[src/hw/rtl/lfe_pkg.sv]
`timescale 1ns / 1ps

package lfe_pkg;

   localparam int POS_W    = 6;
   localparam int ENERGY_W = 21;
   localparam int CORR_W   = 10;
   localparam int WALK_W   = 9;

   typedef enum logic [1:0] {
      FUNC_LOAD   = 2'd0,
      FUNC_BUILD  = 2'd1,
      FUNC_EVAL   = 2'd2,
      FUNC_COMMIT = 2'd3
   } func_type;

   typedef enum logic [1:0] {
      WALK_DIAG   = 2'd0,
      WALK_MIRROR = 2'd1,
      WALK_COLUMN = 2'd2,
      WALK_DONE   = 2'd3
   } walk_type;

   typedef enum logic [3:0] {
      ST_IDLE,
      ST_LOAD,
      ST_BLD_RD,
      ST_BLD_WR,
      ST_COPY_RD,
      ST_COPY_WR,
      ST_WALK_RD,
      ST_WALK_WR,
      ST_FLIP_RD,
      ST_FLIP_WR,
      ST_SUM_RD,
      ST_SUM_ACC,
      ST_FINISH
   } state_type;

   typedef struct packed {
      logic zero;
      logic neg;
   } prod_type;

   typedef struct packed {
      logic capture;
      logic cnt_clear;
      logic sign_wr;
      logic bld_issue;
      logic bld_write;
      logic copy_issue;
      logic copy_write;
      logic walk_issue;
      logic walk_write;
      logic walk_step;
      logic flip_issue;
      logic flip_write;
      logic sum_issue;
      logic sum_acc;
      logic out_load;
   } cmd_type;

   typedef struct packed {
      func_type func;
      logic     pos_valid;
      logic     bld_last;
      logic     copy_last;
      logic     walk_done;
      logic     touch_ok;
      logic     sum_last;
   } sts_type;

endpackage

[src/hw/rtl/lfe_ctrl.sv]
`timescale 1ns / 1ps

module lfe_ctrl (
   input  logic             clock,
   input  logic             reset,
   input  logic             req_valid,
   output logic             req_stall,
   input  logic [1:0]       req_func,
   output logic             rsp_valid,
   input  logic             rsp_stall,
   input  lfe_pkg::sts_type sts,
   output lfe_pkg::cmd_type cmd
);

   lfe_pkg::state_type state_ff, state_in;
   logic               rsp_valid_ff, rsp_valid_in;

   always_ff @(posedge clock) begin
      if (reset) begin
         state_ff     <= lfe_pkg::ST_IDLE;
         rsp_valid_ff <= 1'b0;
      end else begin
         state_ff     <= state_in;
         rsp_valid_ff <= rsp_valid_in;
      end
   end

   always_comb begin
      state_in  = state_ff;
      cmd       = '0;
      req_stall = 1'b1;
      unique case (state_ff)
         lfe_pkg::ST_IDLE: begin
            req_stall = 1'b0;
            if (req_valid) begin
               cmd.capture   = 1'b1;
               cmd.cnt_clear = 1'b1;
               unique case (lfe_pkg::func_type'(req_func))
                  lfe_pkg::FUNC_LOAD:   state_in = lfe_pkg::ST_LOAD;
                  lfe_pkg::FUNC_BUILD:  state_in = lfe_pkg::ST_BLD_RD;
                  lfe_pkg::FUNC_EVAL:   state_in = lfe_pkg::ST_COPY_RD;
                  lfe_pkg::FUNC_COMMIT: state_in = lfe_pkg::ST_WALK_RD;
                  default:              state_in = lfe_pkg::ST_IDLE;
               endcase
            end
         end
         lfe_pkg::ST_LOAD: begin
            cmd.sign_wr = 1'b1;
            state_in    = lfe_pkg::ST_FINISH;
         end
         lfe_pkg::ST_BLD_RD: begin
            cmd.bld_issue = 1'b1;
            state_in      = lfe_pkg::ST_BLD_WR;
         end
         lfe_pkg::ST_BLD_WR: begin
            cmd.bld_write = 1'b1;
            state_in      = sts.bld_last ? lfe_pkg::ST_SUM_RD : lfe_pkg::ST_BLD_RD;
         end
         lfe_pkg::ST_COPY_RD: begin
            cmd.copy_issue = 1'b1;
            state_in       = lfe_pkg::ST_COPY_WR;
         end
         lfe_pkg::ST_COPY_WR: begin
            cmd.copy_write = 1'b1;
            if (sts.copy_last) begin
               cmd.cnt_clear = 1'b1;
               state_in      = lfe_pkg::ST_WALK_RD;
            end else begin
               state_in = lfe_pkg::ST_COPY_RD;
            end
         end
         lfe_pkg::ST_WALK_RD: begin
            if (!sts.pos_valid || sts.walk_done) begin
               if (sts.func == lfe_pkg::FUNC_COMMIT) begin
                  state_in = sts.pos_valid ? lfe_pkg::ST_FLIP_RD : lfe_pkg::ST_FINISH;
               end else begin
                  state_in = lfe_pkg::ST_SUM_RD;
               end
            end else if (sts.touch_ok) begin
               cmd.walk_issue = 1'b1;
               state_in       = lfe_pkg::ST_WALK_WR;
            end else begin
               cmd.walk_step = 1'b1;
            end
         end
         lfe_pkg::ST_WALK_WR: begin
            cmd.walk_write = 1'b1;
            state_in       = lfe_pkg::ST_WALK_RD;
         end
         lfe_pkg::ST_FLIP_RD: begin
            cmd.flip_issue = 1'b1;
            state_in       = lfe_pkg::ST_FLIP_WR;
         end
         lfe_pkg::ST_FLIP_WR: begin
            cmd.flip_write = 1'b1;
            state_in       = lfe_pkg::ST_FINISH;
         end
         lfe_pkg::ST_SUM_RD: begin
            cmd.sum_issue = 1'b1;
            state_in      = lfe_pkg::ST_SUM_ACC;
         end
         lfe_pkg::ST_SUM_ACC: begin
            cmd.sum_acc = 1'b1;
            state_in    = sts.sum_last ? lfe_pkg::ST_FINISH : lfe_pkg::ST_SUM_RD;
         end
         lfe_pkg::ST_FINISH: begin
            if (!rsp_valid_ff || !rsp_stall) begin
               cmd.out_load = 1'b1;
               state_in     = lfe_pkg::ST_IDLE;
            end
         end
         default: begin
            state_in = lfe_pkg::ST_IDLE;
         end
      endcase
   end

   assign rsp_valid_in = (rsp_valid_ff && rsp_stall) || cmd.out_load;
   assign rsp_valid    = rsp_valid_ff;

endmodule

[config.mk]
export PLATFORM = sky130hd
export DESIGN_NAME = lfe_ctrl
export DESIGN_NICKNAME = d
export VERILOG_FILES = /design/src/hw/rtl/lfe_pkg.sv /design/src/hw/rtl/lfe_ctrl.sv
export SDC_FILE = /design/constraint.sdc
export NUM_CORES = 1
export LEC_CHECK = 0
export BUFFER_PORTS_ARGS = -buffer_cell sky130_fd_sc_hd__buf_2
export CAP_MARGIN = 0
export CELL_PAD_IN_SITES_DETAIL_PLACEMENT = 1
export CELL_PAD_IN_SITES_GLOBAL_PLACEMENT = 1
export CORE_MARGIN = 8
export CORE_UTILIZATION = 27
export DETAILED_ROUTE_END_ITERATION = 12
export HOLD_SLACK_MARGIN = 0.02
export PLACE_DENSITY = 0.86
export SYNTH_ARGS = -nofsm -noshare
export SYNTH_HDL_FRONTEND = slang
export SYNTH_SLANG_ARGS = --single-unit
[constraint.sdc]
create_clock -name clock -period 1.5 [get_ports clock]
set_input_delay 0.075 -clock clock [delete_from_list [all_inputs] [get_ports clock]]
set_output_delay 0.075 -clock clock [all_outputs]
set_load 0.05 [all_outputs]
==> flow_summary.json, run 1 <==
{
  "ys_ff_latch": 5,
  "tns_ns": -0.0451,
  "violations": "negative setup slack",
  "status": "finished with violations",
  "muxShareOfSynthArea_pct": 0,
  "final_cells": 143,
  "seqCellArea_sq_um": 109,
  "power.leakage_nw": 0.409,
  "dp_cells": 135,
  "fin_skew_ns": 0.00764,
  "synthesis.area_sq_um": 515,
  "path_cells": "nand2b_4 > or3_4 > nor2_4 > buf_8",
  "setup_viol": 1,
  "grt_setup_unrepaired": "yes",
  "via_per_inst": 5.24,
  "synth_warnings": 0,
  "r2r-start": "state_ff[1]",
  "clkPwrFrac_pct": 7.9,
  "holdPathEnd": "state_ff[3]",
  "overflow": 0,
  "path_class": "register to output port",
  "start_util_pct": 27.4,
  "ir_drop_mv": 1.42,
  "synth-adder-area-share_pct": 0,
  "min_period_ns": 1.55,
  "synth_top_family_by_area": "simple AND/OR/NAND/NOR gates",
  "multi_input_area_sq_um": 419,
  "antenna_found_initial": 0,
  "pwr-share-seq_pct": 13.7,
  "synth_compound_area_share_pct": 28.6,
  "grt_pass1_vias": 760,
  "syn_inst": 77,
  "vias": 750,
  "max_freq_mhz": 647,
  "area_delta_synth_final_pct": 70.1,
  "grt_max_degree": 10,
  "synthSimpleGateAreaFrac_pct": 43.0,
  "rrSetupSlack_ns": 0.17,
  "synth_area_per_cell_sq_um": 6.69,
  "maxCapViolations": 0,
  "synth_top_area_share_pct": 19.4,
  "die_area_sq_mm": 0.00356,
  "fin_ws_ns": -0.0451,
  "holdPathStages": 2,
  "pwr-share-comb_pct": 78.5,
  "min_path_type": "input pin to register",
  "io_pins": 31,
  "wl_per_cell_um": 17.5,
  "cts_buffer_depth": 2,
  "synth_area_leaders": "dfxtp_1 19%, nor2_1 10%, a21oi_1 9.7%",
  "tritoncts": "built",
  "dpl.hpwl_mm": 1.72,
  "slowest_delay_ns": 0.42,
  "core_sq_mm": 0.00188,
  "worstSkewPairLatency_ns": 0.26,
  "dieHeight_um": 59.7,
  "drtIter0Drc": 6,
  "drt_first_pass_iters": 4,
  "intPower_mw": 0.947,
  "clk_pin_slew_ns": 0.05,
  "cp.arrival_ns": 1.47,
  "io_buffers": 30,
  "num_rows": 16,
  "drv_slew": 0,
  "nNetsFinal": 131,
  "fill_cells": 266,
  "cts_hold_buf": 0,
  "r2r_end": "state_ff[0]",
  "setup.worst_path.end_class": "output port",
  "r2r_cells": 3,
  "numCtsBuffers": 3,
  "power.density_mw_per_mm2": 2540,
  "synth_cell_type_count": 30,
  "worst_slew_pin_slew_ns": 0.384,
  "die_w_um": 59.7,
  "grt_usage_pct": 12.9,
  "totalWireLength_mm": 2.51,
  "max_slew_margin_pct": 74.3,
  "ant_nets": 0,
  "critPathLaunchType": "register",
  "cts.sinks": 5,
  "finalHoldViolCount": 0,
  "cts_root_buffer": "clkbuf_4",
  "post-route-period-util_pct": 103,
  "syn_nets": 91,
  "diodes": 0,
  "drc": 0,
  "crit_slowest_cell": "or3_4",
  "worstPathMaxFanout": 4,
  "ys_seq_area_share_pct": 19.4,
  "crit_family": "simple AND/OR/NAND/NOR gates",
  "power_switching_mw": 1.28,
  "worst-path-buf-inv": 1,
  "place.gp.congestion": 0.829,
  "cts_max_level": 1,
  "swShare_pct": 57.5,
  "min_from": "reset",
  "yosys.area.top_type": "dfxtp_1",
  "cp.required_ns": 1.42,
  "synth-xor-area-share_pct": 0,
  "drive_gt1_share_pct": 53.4,
  "grt_pass1_wl_mm": 3.48
}
cell type report:
type	instances	area share [%]
Multi-Input combinational cell	63	47.8
Timing Repair Buffer	41	31.7
Sequential cell	5	12.4
Tap cell	27	3.85
Clock buffer	4	3.00
Inverter	3	1.28
synthesized netlist by cell type:
master / count
o22ai_2: 1
buf_2: 4
clkbuf_1: 1
nand2b_4: 2
nand3b_1: 1
and2_1: 2
nor2b_1: 1
dfxtp_1: 5
nor2_1: 14
o21ba_1: 1
o21ai_1: 1
o22a_1: 1
o31ai_1: 1
nor3_1: 5
a2111oi_1: 1
o21ai_0: 3
o311a_1: 1
a311oi_1: 1
nand2b_1: 4
nand4b_1: 1
nand2_1: 5
inv_1: 3
and3_1: 2
a21oi_1: 10
or2b_1: 1
a41o_1: 1
or2_1: 1
or3_1: 1
buf_6: 1
nand3_1: 1
worst max-delay path by stage:
stage / cells past startpoint / slack [ns] / to / from
CTS: 4 / -0.01 / cmd[7] / state_ff[3]
detailed placement: 4 / 0.09 / cmd[5] / state_ff[1]
global route: 4 / -0.08 / cmd[5] / state_ff[3]
floorplan: 3 / -0.26 / cmd[11] / state_ff[2]
finish: 4 / -0.05 / cmd[5] / state_ff[3]
global placement: 4 / 0.15 / cmd[5] / state_ff[1]
sequential cells by signal (all words and copies together) (netlist names):
signal     flops
state_ff       4
rsp_valid      1
cell usage in the layout, fill, tap and decap left out, drive strengths merged:
cell / instances
or2: 1
nand2b: 6
o21ai: 4
and3: 2
o21ba: 1
nand2: 5
a41o: 1
o22ai: 1
nor2b: 1
o22a: 1
or2b: 1
o311a: 1
inv: 3
a311oi: 1
and2: 2
nand4b: 1
dfxtp: 5
nand3: 1
o31ai: 1
clkbuf: 5
nand3b: 1
or3: 1
nor3: 5
a21oi: 10
nor2: 14
a2111oi: 1
buf: 40
worst reg2reg max path, cell delays in order, from the launching register on:
cell and delay [ns]:
dfxtp_4 0.37, or2_1 0.28, a2111oi_1 0.46, o21ba_1 0.16
cells by family after synthesis:
kind of cell           Yosys count
buffers and inverters            9
AO/OA/AOI/OAI                   22
flip-flops                       5
AND/OR/NAND/NOR                 41
metal layers:
metal | vias up | global-route usage (%) | share of wire, %
met2 | 27 | 24.2 | 55
met4 | 0 | 8.50 | 4.3
met3 | 9 | 2.58 | 6.5
met5 | - | 0 | 0
met1 | 366 | 12.2 | 34
li1 | 348 | - | -
power by group through the flow:
stage | Clock (mW) | Sequential (mW) | Combinational [mW]
3_3_place_gp | 0 | 0.266 | 1.50
3_5_place_dp | 0 | 0.279 | 1.53
5_1_grt | 0.188 | 0.308 | 1.87
4_1_cts | 0.174 | 0.286 | 1.58
2_1_floorplan | 0 | 0.234 | 1.19
6_report | 0.175 | 0.304 | 1.75
stage by stage:
step	setup WS [ns]	util, %	instance area [sq um]	power (mW)	hold slack, ns
floorplan	-0.264	-	538	1.43	0.144
global placement	0.152	39.3	739	1.77	0.313
detailed placement	0.0917	39.3	739	1.81	0.333
CTS	-0.0148	42.3	796	2.04	0.0599
global route	-0.0765	46.6	877	2.36	0.0544
finish	-0.0451	46.6	877	2.23	0.0576
timing repair:
action | 4_1_cts | 5_1_grt
buffers inserted | 0 | 4
resized for setup | 12 | 15
pin swaps | 0 | 2
endpoints found under the setup margin | 7 | 9
No activity file was read; power rests on OpenSTA's default activity.
==> inputs of run 2 (changes only) <==
BUFFER_PORTS_ARGS = not set   (was -buffer_cell sky130_fd_sc_hd__buf_2)
CORE_UTILIZATION = 30   (was 27)
DONT_BUFFER_PORTS = 1   (was not set)
PLACE_DENSITY = 0.69   (was 0.86)
==> run 2 against run 1 <==
The flow now finishes without violations. Utilization rose by 3.7 points. Sequential power up 4%. Clock skew hardly changed. Final cell count decreased by 17%. Critical path depth is the same. Sequential share of layout area increased by 0.55 points. Combinational power is essentially flat. Final area shrank 4.3%. Non-clock buffer count fell by 15. Power up 1.4%. Register-to-register slack better by 0.02 ns. Maximum frequency is 3.7% higher. Largest cell class unchanged. Largest power group unchanged.
==> flow_summary.json, run 2 (same netlist as run 1, synthesis figures left out) <==
{
  "cts_buffer_depth": 2,
  "path_depth": 4,
  "wl_per_cell_um": 17.6,
  "grt_setup_unrepaired": "yes",
  "final_cell_mix": "19 x buf_4, 10 x nor2_1, 8 x a21oi_1",
  "drive_gt1_share_pct": 45.5,
  "grt_usage_pct": 13.4,
  "min_period_ns": 1.49,
  "vias": 634,
  "via_per_inst": 5.37,
  "maxCapViolations": 0,
  "die_area_sq_mm": 0.00330,
  "clk_pin_slew_ns": 0.05,
  "largest_register": "state_ff",
  "antenna_found_initial": 0,
  "core_sq_mm": 0.00167,
  "final_common_cell": "buf_4",
  "num_rows": 15,
  "diodes": 0,
  "fin_skew_ns": 0.00779,
  "cp.arrival_ns": 1.41,
  "r2r_cells": 5,
  "cts.sinks": 5,
  "path_class": "register to output port",
  "cts_root_buffer": "clkbuf_4",
  "setup.worst_path.end_class": "output port",
  "dpl.hpwl_mm": 1.58,
  "place.gp.congestion": 0.787,
  "crit_family": "simple AND/OR/NAND/NOR gates",
  "io_pins": 31,
  "tritoncts": "built",
  "drv_slew": 0,
  "grt_pass1_wl_mm": 3.50,
  "wl_met1_um": 847,
  "drc": 0,
  "grt_max_degree": 12,
  "worst_slew_pin_slew_ns": 0.331,
  "start_util_pct": 30.9,
  "post-route-period-util_pct": 99.3,
  "min_path_type": "input pin to register",
  "ant_nets": 0,
  "power.leakage_nw": 0.362,
  "setup_viol": 0,
  "finalHoldViolCount": 0,
  "wl_met2_mm": 1.08,
  "routed.top_layer": "met4",
  "holdPathStages": 2,
  "fill_cells": 210,
  "critPathLaunchType": "register",
  "cts_max_level": 1,
  "path_cells": "nand2b_4 > or3_4 > nor2_4 > buf_12",
  "dp_cells": 111,
  "max_freq_mhz": 671,
  "totalWireLength_mm": 2.08,
  "max_slew_margin_pct": 77.9,
  "worstSkewPairLatency_ns": 0.25,
  "final_cells": 118,
  "power.density_mw_per_mm2": 2690,
  "crit_slowest_cell": "or3_4",
  "largest_register_ffs": 4,
  "area_delta_synth_final_pct": 62.9,
  "ir_drop_mv": 1.60,
  "dieHeight_um": 57.5,
  "pre_cts_slack_ns": 0.0491,
  "worst-path-buf-inv": 1,
  "final_area_sq_um": 840,
  "wl_met3_um": 135,
  "drt_first_pass_iters": 3,
  "place_area_sq_um": 734,
  "nNetsFinal": 116,
  "slowest_delay_ns": 0.39,
  "io_buffers": 0,
  "fin_ws_ns": 0.0103,
  "status": "finished clean",
  "die_w_um": 57.5,
  "drtIter0Drc": 9,
  "worstPathMaxFanout": 8,
  "numCtsBuffers": 3,
  "overflow": 0,
  "grt_pass1_vias": 709,
  "cp.required_ns": 1.42
}
## run 2: where the power goes
part	internal (mW)	switching (mW)	leakage, nW
combinational	0.699	1.08	0.301
clock	0.0972	0.0672	0.0177
sequential	0.209	0.107	0.0428
## run 2: path summary, 6_finish.rpt
path | startpoint | to | slack (ns)
setup / recovery | state_ff[3] | cmd[5] | 0.01
hold / removal | sts[1] | state_ff[2] | 0.06
setup reg to reg | state_ff[1] | state_ff[0] | 0.19
hold reg to reg | rsp_valid | rsp_valid | 0.59
## run 2: layout make-up
cell class	count	area, sq um	area share [%]
clock buffers	3	22.5	2.68
clock inverters	1	5.00	0.596
inverters	3	11.3	1.34
multi-input cells	63	424	50.5
flip-flops and latches	5	109	13.0
well taps	17	21.3	2.53
repair buffers	26	246	29.4
## run 2: through the flow
step | util, % | hold slack, ns | TNS, ns | total power [mW]
global placement | 44.0 | 0.145 | 0 | 1.88
finish | 50.3 | 0.0575 | 0 | 2.26
detailed placement | 44.0 | 0.150 | 0 | 1.93
CTS | 48.3 | 0.0551 | -0.0180 | 2.17
floorplan | - | 0.144 | -0.528 | 1.43
global route | 50.3 | 0.0637 | -0.132 | 2.39
## run 2: per-layer routing
layer  track usage, %  vias up
met1             13.8      297
met3             5.16        2
met5                0        -
li1                 -      316
met4             5.36        0
met2             23.5       19
## run 2: repair_timing
action / CTS / global route
hold endpoints to repair: 3 / 0
endpoints found under the setup margin: 7 / 7
setup buffers: 1 / 1
gates resized for setup: 10 / 5
pin swaps: 1 / 1
hold buffers: 1 / 0
==> inputs of run 3 (changes only) <==
CORE_UTILIZATION = 38   (was 30)
PLACE_DENSITY = not set   (was 0.69)
PLACE_DENSITY_LB_ADDON = 0.1   (was not set)
clock period = 1.7 ns   (was 1.5 ns; I/O delays follow)
==> run 3 against run 2 <==
Non-clock buffer count is 6 lower. First-iteration DRC count rose by 100%. Utilization is 4.2 points higher. Global-route usage up 2.4 points. Sequential power down 7.0%.
==> flow_summary.json, run 3 (same netlist as run 1, synthesis figures left out) <==
{
  "status": "finished clean",
  "start_util_pct": 40.1,
  "fin_ws_ns": 0.0953,
  "critPathLaunchType": "register",
  "grt_pass1_vias": 673,
  "pwr-share-seq_pct": 17.2,
  "r2r_cells": 5,
  "drtIter0Drc": 18,
  "drc": 0,
  "worst_slew_pin_slew_ns": 0.358,
  "grt_max_degree": 16,
  "post-route-period-util_pct": 94.4,
  "power.leakage_nw": 0.309,
  "vias": 630,
  "power_mw": 1.71,
  "hold_ws_ns": 0.0522,
  "drt_first_pass_iters": 4,
  "max_freq_mhz": 623,
  "cts_root_buffer": "clkbuf_4",
  "final_core_util_pct": 54.4,
  "totalWireLength_mm": 2.01,
  "overflow": 0,
  "fill_cells": 171,
  "grt_setup_unrepaired": "no",
  "cp.arrival_ns": 1.52,
  "dieHeight_um": 52.8,
  "maxCapViolations": 0,
  "rrSetupSlack_ns": 0.30,
  "diodes": 0,
  "antenna_found_initial": 0,
  "ir_drop_mv": 0.967,
  "wl_per_cell_um": 18.3,
  "seqCellArea_sq_um": 104,
  "tns_ns": 0,
  "setup_viol": 0,
  "die_area_sq_mm": 0.00279,
  "cts_max_level": 1,
  "fin_skew_ns": 0.00388,
  "num_rows": 13,
  "cts_buffer_depth": 2,
  "io_pins": 31,
  "largest_register": "state_ff",
  "post_cts_buffers": 0,
  "swShare_pct": 59.7,
  "grt_pass1_wl_mm": 3.34,
  "final_common_cell": "buf_4",
  "drv_slew": 0,
  "dpl.hpwl_mm": 1.53,
  "cts.sinks": 5,
  "core_sq_mm": 0.00128,
  "multi_input_area_sq_um": 383,
  "grt_usage_pct": 15.7,
  "critical_path.startpoint": "state_ff[0]",
  "r2r_end": "state_ff[0]",
  "pwr-share-comb_pct": 73.5,
  "max_slew_margin_pct": 76.1,
  "dp_cells": 105,
  "power_switching_mw": 1.02,
  "place_area_sq_um": 651,
  "largest_register_ffs": 4,
  "io_buffers": 0,
  "drive_gt1_share_pct": 33.7,
  "die_w_um": 52.8,
  "tritoncts": "built",
  "final_cells": 110,
  "worstSkewPairLatency_ns": 0.27,
  "endpoint": "cmd[5]",
  "min_path_type": "input pin to register",
  "final_area_sq_um": 699,
  "via_per_inst": 5.73,
  "area_delta_synth_final_pct": 35.7,
  "numCtsBuffers": 3,
  "path_class": "register to output port",
  "power.density_mw_per_mm2": 2440,
  "finalHoldViolCount": 0,
  "r2r-start": "state_ff[0]",
  "worstPathMaxFanout": 9,
  "nNetsFinal": 110,
  "pre_cts_slack_ns": 0.204,
  "clk_pin_slew_ns": 0.05,
  "min_period_ns": 1.60,
  "clkPwrFrac_pct": 9.3,
  "place.gp.congestion": 0.754,
  "final_cell_mix": "18 x buf_4, 13 x nor2_1, 9 x a21oi_1",
  "cp.required_ns": 1.62,
  "setup.worst_path.end_class": "output port",
  "ant_nets": 0,
  "intPower_mw": 0.687
}
==> run 3: cell types whose count changed in the layout (fill, tap and decap cells not counted), moves of 2 or more <==
| cell | delta |
|---|---|
| dfxtp_4 | -2 |
| buf_6 | -2 |
| buf_12 | -3 |
| nor2_1 | +3 |
| dfxtp_2 | +2 |
| nor2_4 | -2 |
==> run 3: how the worst min path moves through the flow <==
| stage | from | to | slack, ns | cells after the start |
|---|---|---|---|---|
| detailed placement | reset | rsp_valid | 0.16 | 1 |
| floorplan | reset | rsp_valid | 0.15 | 1 |
| global route | rsp_stall | rsp_valid | 0.07 | 2 |
| finish | rsp_stall | rsp_valid | 0.05 | 2 |
| CTS | rsp_stall | rsp_valid | 0.05 | 2 |
| global placement | reset | rsp_valid | 0.16 | 1 |
==> run 3: area by class of cell <==
cell class	instances	area share, %
Timing Repair Buffer	20	22.4
Clock buffer	4	3.76
Inverter	3	1.61
Sequential cell	5	14.8
Multi-Input combinational cell	63	54.7
Tap cell	15	2.68
==> run 3: power by group through the flow <==
stage | Combinational, mW | Clock [mW] | Sequential (mW)
after global routing | 1.35 | 0.172 | 0.305
final | 1.25 | 0.159 | 0.294
after global placement | 1.23 | 0 | 0.279
after CTS | 1.26 | 0.162 | 0.283
after detailed placement | 1.25 | 0 | 0.282
after floorplan | 1.02 | 0 | 0.207
==> run 3: worst max-delay path, stage by stage, from the launching register on <==
cell and delay (ns):
dfxtp_2 0.37, nand2b_1 0.19, or3_1 0.42, nor2_2 0.11, buf_6 0.16
==> run 3: repair_timing <==
action / CTS / global route
endpoints found under the setup margin: 2 / 4
gates resized for setup: 1 / 5
hold endpoints to repair: 3 / 0
gates cloned: 0 / 0
hold buffers: 1 / 0
==> run 3: per-layer routing <==
layer,GRT usage [%],vias up,wire [um]
met5,0,-,0
met4,5.17,0,20
met3,5.97,3,148
met2,27.1,19,1070
met1,17.0,304,770
li1,-,304,-
